--- config.mk ---
export PLATFORM = sky130hd
export DESIGN_NAME = fixed_block_free_list_allocator_core
export DESIGN_NICKNAME = d
export VERILOG_FILES = /design/src/sv/fbfl_pkg.sv /design/src/sv/fbfl_ctrl.sv /design/src/sv/fbfl_dp.sv /design/src/sv/fixed_block_free_list_allocator_core.sv
export SDC_FILE = /design/constraint.sdc
export NUM_CORES = 2
export LEC_CHECK = 0
export BUFFER_PORTS_ARGS = -buffer_cell sky130_fd_sc_hd__buf_2
export CAP_MARGIN = 20
export CORE_MARGIN = 10
export CORE_UTILIZATION = 57
export CTS_BUF_LIST = sky130_fd_sc_hd__clkbuf_4 sky130_fd_sc_hd__clkbuf_8 sky130_fd_sc_hd__clkbuf_16
export CTS_CLUSTER_DIAMETER = 150
export DETAILED_ROUTE_END_ITERATION = 8
export PLACE_DENSITY = 0.79
export SLEW_MARGIN = 20
export SYNTH_ARGS = -nofsm -noshare
export SYNTH_HDL_FRONTEND = slang
export SYNTH_SLANG_ARGS = --single-unit
--- constraint.sdc ---
create_clock -name i_clk -period 13.5 [get_ports i_clk]
set_clock_uncertainty 0.05 [all_clocks]
set_input_delay 2.025 -clock i_clk [delete_from_list [all_inputs] [get_ports i_clk]]
set_output_delay 2.025 -clock i_clk [all_outputs]
set_load 0.02 [all_outputs]
--- src/sv/fbfl_pkg.sv ---
// Shared types and constants of the fixed block free list allocator.
// No dependencies; imported by the controller, the datapath and the top level.
package fbfl_pkg;

    localparam int OP_W   = 2;
    localparam int IDX_W  = 8;
    localparam int CNT_W  = 9;
    localparam int SIZE_W = 7;
    localparam int OFF_W  = 14;
    localparam int ST_W   = 2;

    // pool depth; index, count and offset widths above are sized for it
    localparam int MAX_BLOCKS = 256;

    localparam logic [OP_W-1:0] OP_INIT  = 2'd0;
    localparam logic [OP_W-1:0] OP_ALLOC = 2'd1;
    localparam logic [OP_W-1:0] OP_FREE  = 2'd2;

    localparam logic [ST_W-1:0] ST_OK    = 2'd0;
    localparam logic [ST_W-1:0] ST_EMPTY = 2'd1;
    localparam logic [ST_W-1:0] ST_RANGE = 2'd2;

    localparam logic [CNT_W-1:0]  FREE_RESET = 9'd256;
    localparam logic [CNT_W-1:0]  FREE_MAX   = 9'd511;
    localparam logic [CNT_W-1:0]  COUNT_RESET = 9'd256;
    localparam logic [SIZE_W-1:0] SIZE_RESET = 7'd1;
    localparam logic [SIZE_W-1:0] SIZE_MAX   = 7'd64;

    // register index taken from paddr[2]
    localparam logic REG_BLOCK_COUNT = 1'b0;
    localparam logic REG_BLOCK_SIZE  = 1'b1;

    typedef enum logic [1:0] {
        S_IDLE,
        S_SWEEP,
        S_COMMIT
    } t_state;

    typedef struct packed {
        logic capture;
        logic sweep_step;
        logic commit;
    } t_dp_cmd;

    typedef struct packed {
        logic [OP_W-1:0] op;
        logic            sweep_last;
        logic            out_busy;
    } t_dp_sts;

endpackage

--- src/sv/fbfl_ctrl.sv ---
// Sequencer of the allocator: accept, init sweep and result commit.
// Depends on fbfl_pkg; drives the command struct of fbfl_dp.
module fbfl_ctrl (
    input  logic                      i_clk,
    input  logic                      i_rst_n,
    input  logic                      i_in_valid,
    input  logic [fbfl_pkg::OP_W-1:0] i_opcode,
    output logic                      o_in_stall,
    input  fbfl_pkg::t_dp_sts         i_sts,
    output fbfl_pkg::t_dp_cmd         o_cmd
);
    import fbfl_pkg::*;

    t_state r_state;
    t_state n_state;

    always_ff @(posedge i_clk) begin
        if (!i_rst_n) begin
            r_state <= S_IDLE;
        end else begin
            r_state <= n_state;
        end
    end

    always_comb begin
        n_state = r_state;
        case (r_state)
            S_IDLE: begin
                if (i_in_valid) begin
                    n_state = (i_opcode == OP_INIT) ? S_SWEEP : S_COMMIT;
                end
            end
            S_SWEEP: begin
                if (i_sts.sweep_last) begin
                    n_state = S_COMMIT;
                end
            end
            S_COMMIT: begin
                if (!i_sts.out_busy) begin
                    n_state = S_IDLE;
                end
            end
            default: n_state = S_IDLE;
        endcase
    end

    always_comb begin
        o_in_stall       = 1'b1;
        o_cmd.capture    = 1'b0;
        o_cmd.sweep_step = 1'b0;
        o_cmd.commit     = 1'b0;
        case (r_state)
            S_IDLE: begin
                o_in_stall    = 1'b0;
                o_cmd.capture = i_in_valid;
            end
            S_SWEEP: begin
                o_cmd.sweep_step = 1'b1;
            end
            S_COMMIT: begin
                // hold until the output register can take the beat
                o_cmd.commit = !i_sts.out_busy;
            end
            default: ;
        endcase
    end

    a_one_item: assert property (@(posedge i_clk) disable iff (!i_rst_n)
        o_cmd.capture |=> !o_cmd.capture)
        else $error("second item captured while one is in flight");

    a_sweep_init: assert property (@(posedge i_clk) disable iff (!i_rst_n)
        o_cmd.sweep_step |-> (i_sts.op == OP_INIT))
        else $error("link sweep running for an operation other than init");

    a_commit_frees: assert property (@(posedge i_clk) disable iff (!i_rst_n)
        o_cmd.commit |=> !o_in_stall)
        else $error("input not reopened after commit");

endmodule

--- src/sv/fbfl_dp.sv ---
// Datapath of the allocator: link memory, head and free counter, offset
// multiply and the output register. Depends on fbfl_pkg; driven by fbfl_ctrl.
module fbfl_dp (
    input  logic                         i_clk,
    input  logic                         i_rst_n,
    input  fbfl_pkg::t_dp_cmd            i_cmd,
    output fbfl_pkg::t_dp_sts            o_sts,
    input  logic [fbfl_pkg::OP_W-1:0]    i_opcode,
    input  logic [fbfl_pkg::IDX_W-1:0]   i_block_index,
    input  logic [fbfl_pkg::CNT_W-1:0]   i_block_count,
    input  logic [fbfl_pkg::SIZE_W-1:0]  i_block_size_words,
    input  logic                         i_out_stall,
    output logic                         o_out_valid,
    output logic [fbfl_pkg::ST_W-1:0]    o_status,
    output logic [fbfl_pkg::IDX_W-1:0]   o_granted_index,
    output logic [fbfl_pkg::OFF_W-1:0]   o_granted_offset,
    output logic [fbfl_pkg::CNT_W-1:0]   o_free_blocks
);
    import fbfl_pkg::*;

    localparam int IW = $clog2(MAX_BLOCKS);
    localparam int NW = (IW + 1 > CNT_W) ? IW + 1 : CNT_W;
    localparam int PW = IW + SIZE_W + 1;

    logic [IW-1:0]     r_link [MAX_BLOCKS];
    logic [IW-1:0]     r_rd_data;
    logic [OP_W-1:0]   r_op;
    logic [IDX_W-1:0]  r_idx;
    logic [IW-1:0]     r_head;
    logic [IW-1:0]     n_head;
    logic [CNT_W-1:0]  r_free_cnt;
    logic [CNT_W-1:0]  n_free_cnt;
    logic [IW-1:0]     r_sweep_addr;
    logic              r_out_valid;
    logic [ST_W-1:0]   r_status;
    logic [IDX_W-1:0]  r_gidx;
    logic [OFF_W-1:0]  r_goff;
    logic [CNT_W-1:0]  r_free_out;

    logic [NW-1:0]     w_n;
    logic [SIZE_W-1:0] w_size;
    logic [NW-1:0]     w_sweep_inc;
    logic [IW-1:0]     w_sweep_link;
    logic              w_in_range;
    logic              w_wr_en;
    logic [IW-1:0]     w_wr_addr;
    logic [IW-1:0]     w_wr_data;
    logic [ST_W-1:0]   w_status;
    logic              w_grant;
    logic [PW-1:0]     w_prod;

    // clamp the registers to their usable range
    always_comb begin
        if (i_block_count == '0) begin
            w_n = NW'(1);
        end else if (NW'(i_block_count) > NW'(MAX_BLOCKS)) begin
            w_n = NW'(MAX_BLOCKS);
        end else begin
            w_n = NW'(i_block_count);
        end
        if (i_block_size_words == '0) begin
            w_size = SIZE_W'(1);
        end else if (i_block_size_words > SIZE_MAX) begin
            w_size = SIZE_MAX;
        end else begin
            w_size = i_block_size_words;
        end
    end

    assign w_sweep_inc  = NW'(r_sweep_addr) + NW'(1);
    assign w_sweep_link = (w_sweep_inc < w_n) ? IW'(w_sweep_inc) : '0;
    assign w_in_range   = NW'(r_idx) < w_n;

    assign w_wr_en   = i_cmd.sweep_step || (i_cmd.commit && r_op == OP_FREE && w_in_range);
    assign w_wr_addr = i_cmd.sweep_step ? r_sweep_addr : IW'(r_idx);
    assign w_wr_data = i_cmd.sweep_step ? w_sweep_link : r_head;

    always_ff @(posedge i_clk) begin
        if (w_wr_en) begin
            r_link[w_wr_addr] <= w_wr_data;
        end
        // fetch the head's successor as the beat comes in
        if (i_cmd.capture) begin
            r_rd_data <= r_link[r_head];
        end
    end

    always_comb begin
        n_head     = r_head;
        n_free_cnt = r_free_cnt;
        w_status   = ST_OK;
        w_grant    = 1'b0;
        case (r_op)
            OP_INIT: begin
                n_head     = '0;
                n_free_cnt = CNT_W'(w_n);
            end
            OP_ALLOC: begin
                if (r_free_cnt == '0) begin
                    w_status = ST_EMPTY;
                end else begin
                    n_head     = r_rd_data;
                    n_free_cnt = r_free_cnt - CNT_W'(1);
                    w_grant    = 1'b1;
                end
            end
            OP_FREE: begin
                if (!w_in_range) begin
                    w_status = ST_RANGE;
                end else begin
                    n_head = IW'(r_idx);
                    if (r_free_cnt != FREE_MAX) begin
                        n_free_cnt = r_free_cnt + CNT_W'(1);
                    end
                end
            end
            default: ;
        endcase
    end

    assign w_prod = PW'(r_head) * PW'(w_size) + PW'(1);

    always_ff @(posedge i_clk) begin
        if (i_cmd.capture) begin
            r_op  <= i_opcode;
            r_idx <= i_block_index;
        end
        if (i_cmd.commit) begin
            r_status   <= w_status;
            r_gidx     <= w_grant ? IDX_W'(r_head) : '0;
            r_goff     <= w_grant ? OFF_W'(w_prod) : '0;
            r_free_out <= n_free_cnt;
        end
    end

    always_ff @(posedge i_clk) begin
        if (!i_rst_n) begin
            r_head       <= '0;
            r_free_cnt   <= FREE_RESET;
            r_sweep_addr <= '0;
            r_out_valid  <= 1'b0;
        end else begin
            if (i_cmd.commit) begin
                r_head     <= n_head;
                r_free_cnt <= n_free_cnt;
            end
            if (i_cmd.capture) begin
                r_sweep_addr <= '0;
            end else if (i_cmd.sweep_step) begin
                r_sweep_addr <= IW'(w_sweep_inc);
            end
            if (i_cmd.commit) begin
                r_out_valid <= 1'b1;
            end else if (!i_out_stall) begin
                r_out_valid <= 1'b0;
            end
        end
    end

    assign o_sts.op         = r_op;
    assign o_sts.sweep_last = NW'(r_sweep_addr) == (w_n - NW'(1));
    assign o_sts.out_busy   = r_out_valid && i_out_stall;

    assign o_out_valid      = r_out_valid;
    assign o_status         = r_status;
    assign o_granted_index  = r_gidx;
    assign o_granted_offset = r_goff;
    assign o_free_blocks    = r_free_out;

    a_empty_zero: assert property (@(posedge i_clk) disable iff (!i_rst_n)
        (o_out_valid && o_status == ST_EMPTY) |-> (o_free_blocks == '0))
        else $error("empty status reported with free blocks left");

    a_init_state: assert property (@(posedge i_clk) disable iff (!i_rst_n)
        (i_cmd.commit && r_op == OP_INIT) |=> (r_free_cnt != '0 && r_head == '0))
        else $error("init left the list empty or the head off block zero");

    a_free_head: assert property (@(posedge i_clk) disable iff (!i_rst_n)
        (i_cmd.commit && r_op == OP_FREE && w_in_range) |=> (r_head == IW'($past(r_idx))))
        else $error("freed block not placed at the list head");

endmodule

--- src/sv/fixed_block_free_list_allocator_core.sv ---
// Top level of the fixed block free list allocator: APB register file,
// controller and datapath. Depends on fbfl_pkg, fbfl_ctrl and fbfl_dp.
//
// Usage: one input beat (i_opcode, i_block_index) is taken when i_in_valid is
// high and o_in_stall is low. Each beat gives exactly one result beat
// (o_status, o_granted_index, o_granted_offset, o_free_blocks) on o_out_valid,
// taken when i_out_stall is low. Opcodes: init rebuilds the free list as
// 0..N-1, alloc pops the head, free pushes a block back on the head.
// Alloc and free: the link memory is read at the head while the beat is taken,
// and the result is committed into the output register in the commit state
// once that register can take it; the next beat is taken back in idle.
// Init sweeps the link memory, written one entry a cycle over N entries, N the
// clamped block count, and then commits its result the same way.
// When the receiver stalls, the result holds in the output register; one more
// input beat is still taken and then waits at commit until the register frees.
// Reset clears the head to block 0, the free count to 256 and the registers to
// their defaults; the link memory holds garbage until the first init, so
// allocate only after an init.
module fixed_block_free_list_allocator_core (
    input  logic                         i_clk,
    input  logic                         i_rst_n,
    input  logic                         i_in_valid,
    output logic                         o_in_stall,
    input  logic [fbfl_pkg::OP_W-1:0]    i_opcode,
    input  logic [fbfl_pkg::IDX_W-1:0]   i_block_index,
    output logic                         o_out_valid,
    input  logic                         i_out_stall,
    output logic [fbfl_pkg::ST_W-1:0]    o_status,
    output logic [fbfl_pkg::IDX_W-1:0]   o_granted_index,
    output logic [fbfl_pkg::OFF_W-1:0]   o_granted_offset,
    output logic [fbfl_pkg::CNT_W-1:0]   o_free_blocks,
    input  logic                         psel,
    input  logic                         penable,
    input  logic                         pwrite,
    input  logic [2:0]                   paddr,
    input  logic [31:0]                  pwdata,
    output logic [31:0]                  prdata,
    output logic                         pready
);
    import fbfl_pkg::*;

    logic [CNT_W-1:0]  r_block_count;
    logic [SIZE_W-1:0] r_block_size;
    t_dp_cmd           w_cmd;
    t_dp_sts           w_sts;

    assign pready = 1'b1;

    always_ff @(posedge i_clk) begin
        if (!i_rst_n) begin
            r_block_count <= COUNT_RESET;
            r_block_size  <= SIZE_RESET;
        end else if (psel && penable && pwrite && pready) begin
            case (paddr[2])
                REG_BLOCK_COUNT: r_block_count <= pwdata[CNT_W-1:0];
                REG_BLOCK_SIZE:  r_block_size  <= pwdata[SIZE_W-1:0];
                default: ;
            endcase
        end
    end

    always_comb begin
        case (paddr[2])
            REG_BLOCK_COUNT: prdata = 32'(r_block_count);
            REG_BLOCK_SIZE:  prdata = 32'(r_block_size);
            default:         prdata = '0;
        endcase
    end

    fbfl_ctrl u_ctrl (
        .i_clk      (i_clk),
        .i_rst_n    (i_rst_n),
        .i_in_valid (i_in_valid),
        .i_opcode   (i_opcode),
        .o_in_stall (o_in_stall),
        .i_sts      (w_sts),
        .o_cmd      (w_cmd)
    );

    fbfl_dp u_dp (
        .i_clk              (i_clk),
        .i_rst_n            (i_rst_n),
        .i_cmd              (w_cmd),
        .o_sts              (w_sts),
        .i_opcode           (i_opcode),
        .i_block_index      (i_block_index),
        .i_block_count      (r_block_count),
        .i_block_size_words (r_block_size),
        .i_out_stall        (i_out_stall),
        .o_out_valid        (o_out_valid),
        .o_status           (o_status),
        .o_granted_index    (o_granted_index),
        .o_granted_offset   (o_granted_offset),
        .o_free_blocks      (o_free_blocks)
    );

endmodule
==> impl_metrics.json <==
{
  "reg2reg_slack_ns": 7.35,
  "ir_drop_mv": 0.133,
  "path_cells": "clkinv_1 -> nand2_1 -> ha_1 -> nor2b_1 -> o21a_1 -> o21a_1 -> o211ai_1 -> a31oi_1 -> o32a_1 -> o21ai_4 -> buf_4 -> buf_4 -> buf_4",
  "drt-total-wl_um": 207000,
  "diodes": 0,
  "grt_pass1_wl_um": 307000,
  "pre_cts_ws_ns": 7.48,
  "ios": 120,
  "start_util": 0.575,
  "root_buffer": "clkbuf_16",
  "fin_crit_sh": 0.455,
  "detail_route.vias_per_cell": 6.75,
  "crit_slowest_cell": "buf_4",
  "cts_buffer_depth": 3,
  "crit_type": "reg -> reg",
  "cts.clk_slew.worst_paths_ns": 0.06,
  "cts_tree": "done",
  "final_common_cell": "edfxtp_1",
  "clock_latency_ns": 0.85,
  "syn_area_mm2": 0.0863,
  "crit_path_end_kind": "flop",
  "final_cell_mix": "2099 x edfxtp_1, 470 x mux4_2, 385 x nor2_1, 197 x clkbuf_16, 179 x nand2_1",
  "dp_hpwl_um": 111000,
  "ant_nets": 0,
  "dr.pass1.iters": 8,
  "power_density_mw_per_mm2": 138,
  "route.met3.wl_um": 24900,
  "grt_pass1_vias": 45895,
  "synth-seq-cells": 2143,
  "avgSynthCellArea_um2": 19.0,
  "cts_resized": 0,
  "worst_pin_slew_ns": 1.16,
  "numClockSinks": 2143,
  "crit_fanout": 96,
  "grt_max_degree": 257,
  "die_height_um": 409,
  "drt_iter0_drc": 6802,
  "die_area_mm2": 0.167,
  "worstPathArrival_ns": 6.56,
  "dominantRegCellSynth": "edfxtp_1",
  "setup_viol": 0,
  "grt_overflow": 0,
  "place_area_mm2": 0.0885,
  "start_kind": "flop",
  "gp_congestion": 0.894,
  "synth_edf_count": 2099,
  "cts_buffers": 195,
  "hold_viol": 0,
  "critPathMostFrequentCell": "buf_4",
  "cpPeakStageDelay_ns": 0.95,
  "dr.max_layer_used": "met5",
  "p_leak_nw": 30.7,
  "h-tree-depth": 4,
  "avgRoutedWirePerCell_um": 30.5,
  "finalCriticalPeriod_ns": 6.15,
  "m1WireLength_um": 74700,
  "fill_cells": 9500,
  "relSlewSlack": 0.227,
  "async_reset_ff_frac": 0,
  "drc": 0,
  "die_w_um": 409,
  "cp.required_ns": 13.91,
  "maxCapViolations": 0,
  "antenna_found_initial": 3,
  "ys.warnings.count": 0,
  "area_delta_synth_final_pct": 10.0,
  "fmax_ghz": 0.163,
  "syn_inst": 4538,
  "nets": 4750,
  "post_cts_buffers": 0,
  "yosysUniqueCellTypes": 80,
  "io_buffers": 70,
  "vias": 45820,
  "min_path_type": "reg -> reg",
  "drive_gt1_frac": 0.206,
  "layout_setup_ws_ns": 7.35,
  "wl_met2_um": 99000,
  "postCtsHoldBufs": 0,
  "final_cell_area_mm2": 0.0950,
  "num_rows": 142,
  "slew_violations": 0,
  "status": "finished clean",
  "core_area_mm2": 0.150,
  "synth-seq-area-share": 0.740,
  "rsz0062_at_grt": "no",
  "grt_usage": 0.245
}
==> per-layer routing <==
layer,global-route usage,vias to the layer above
met3,0.0593,527
li1,-,18461
met4,0.0956,6
met2,0.383,3406
met5,0,-
met1,0.336,23420
==> worst max-delay path: cells and delay by family, from the launching register on <==
family          cells  cell delay, ns
buf+inv             4            2.93
compound gates      6            1.27
flops               1            0.62
simple gates        2            0.45
fa+ha+maj           1            0.27
==> stage by stage <==
step	total power [mW]	hold WS, ns	TNS [ns]	utilization	cells
floorplan	7.63	0.404	-1459.16	-	4560
global placement	7.71	0.423	0	0.589	6430
detailed placement	7.72	0.436	0	0.589	6430
CTS	13.1	0.445	0	0.632	6787
global route	13.4	0.474	0	0.633	6789
finish	13.1	0.451	0	0.633	6789
==> worst paths after layout <==
kind         cells after the start        startpoint                  end
min                              2   r_block_size[5]      r_block_size[5]
max                             13  r_block_count[8]  u_dp.r_link[207][0]
max reg2reg                     13  r_block_count[8]  u_dp.r_link[207][0]
min reg2reg                      2   r_block_size[5]      r_block_size[5]
==> area by class of cell <==
class / count / area (um2) / share of cell area
flip-flops and latches: 2143 / 63900 / 0.673
multi-input cells: 2058 / 20800 / 0.219
clock buffers: 239 / 5250 / 0.0552
well taps: 2016 / 2520 / 0.0266
clock inverters: 118 / 1160 / 0.0123
repair buffers: 141 / 1010 / 0.0107
inverters: 74 / 278 / 0.00292
==> flip-flops by register name, summed over array words and instances (netlist names) <==
signal / cells
r_block_count: 9
r_block_size: 7
u_ctrl.r_state: 2
u_dp.o_free_blocks: 9
u_dp.o_granted_index: 8
u_dp.o_granted_offset: 14
u_dp.o_out_valid: 1
u_dp.o_status: 2
u_dp.r_free_cnt: 9
u_dp.r_head: 8
u_dp.r_idx: 8
u_dp.r_link: 2048
u_dp.r_op: 2
u_dp.r_rd_data: 8
u_dp.r_sweep_addr: 8
==> Yosys cell counts, drive strengths merged, types with 40 or more instances <==
library cell,count,area share
clkbuf,104,0.0047
a31oi,40,0.0031
nor2,388,0.017
a21oi,81,0.0047
and2,52,0.0038
dfxtp,44,0.010
edfxtp,2099,0.73
o21ai,54,0.0031
a22oi,72,0.0063
ha,57,0.0083
inv,72,0.0031
buf,180,0.013
nand3,45,0.0026
mux4,470,0.12
a211oi,41,0.0036
mux2i,109,0.013
nand2,180,0.0079
o22ai,113,0.0082
==> where the power goes <==
group	internal [mW]	switching [mW]
sequential	7.25	0.0183
clock	3.10	2.43
combinational	0.0914	0.229
total	10.4	2.67
==> kinds of logic (layout without fill, tap and decap cells) <==
group / count (synthesis) / count (layout) / share of synthesized area
AO/OA/AOI/OAI: 522 / 522 / 0.0416
XOR/XNOR: 38 / 38 / 0.00386
adder cells (fa/ha/maj): 85 / 85 / 0.0148
buffers and inverters: 359 / 572 / 0.0214
flip-flops: 2143 / 2143 / 0.740
multiplexers: 589 / 589 / 0.137
other: 2 / 24 / 0.0000870
AND/OR/NAND/NOR: 800 / 800 / 0.0413
(Power assumes the default switching activity.)
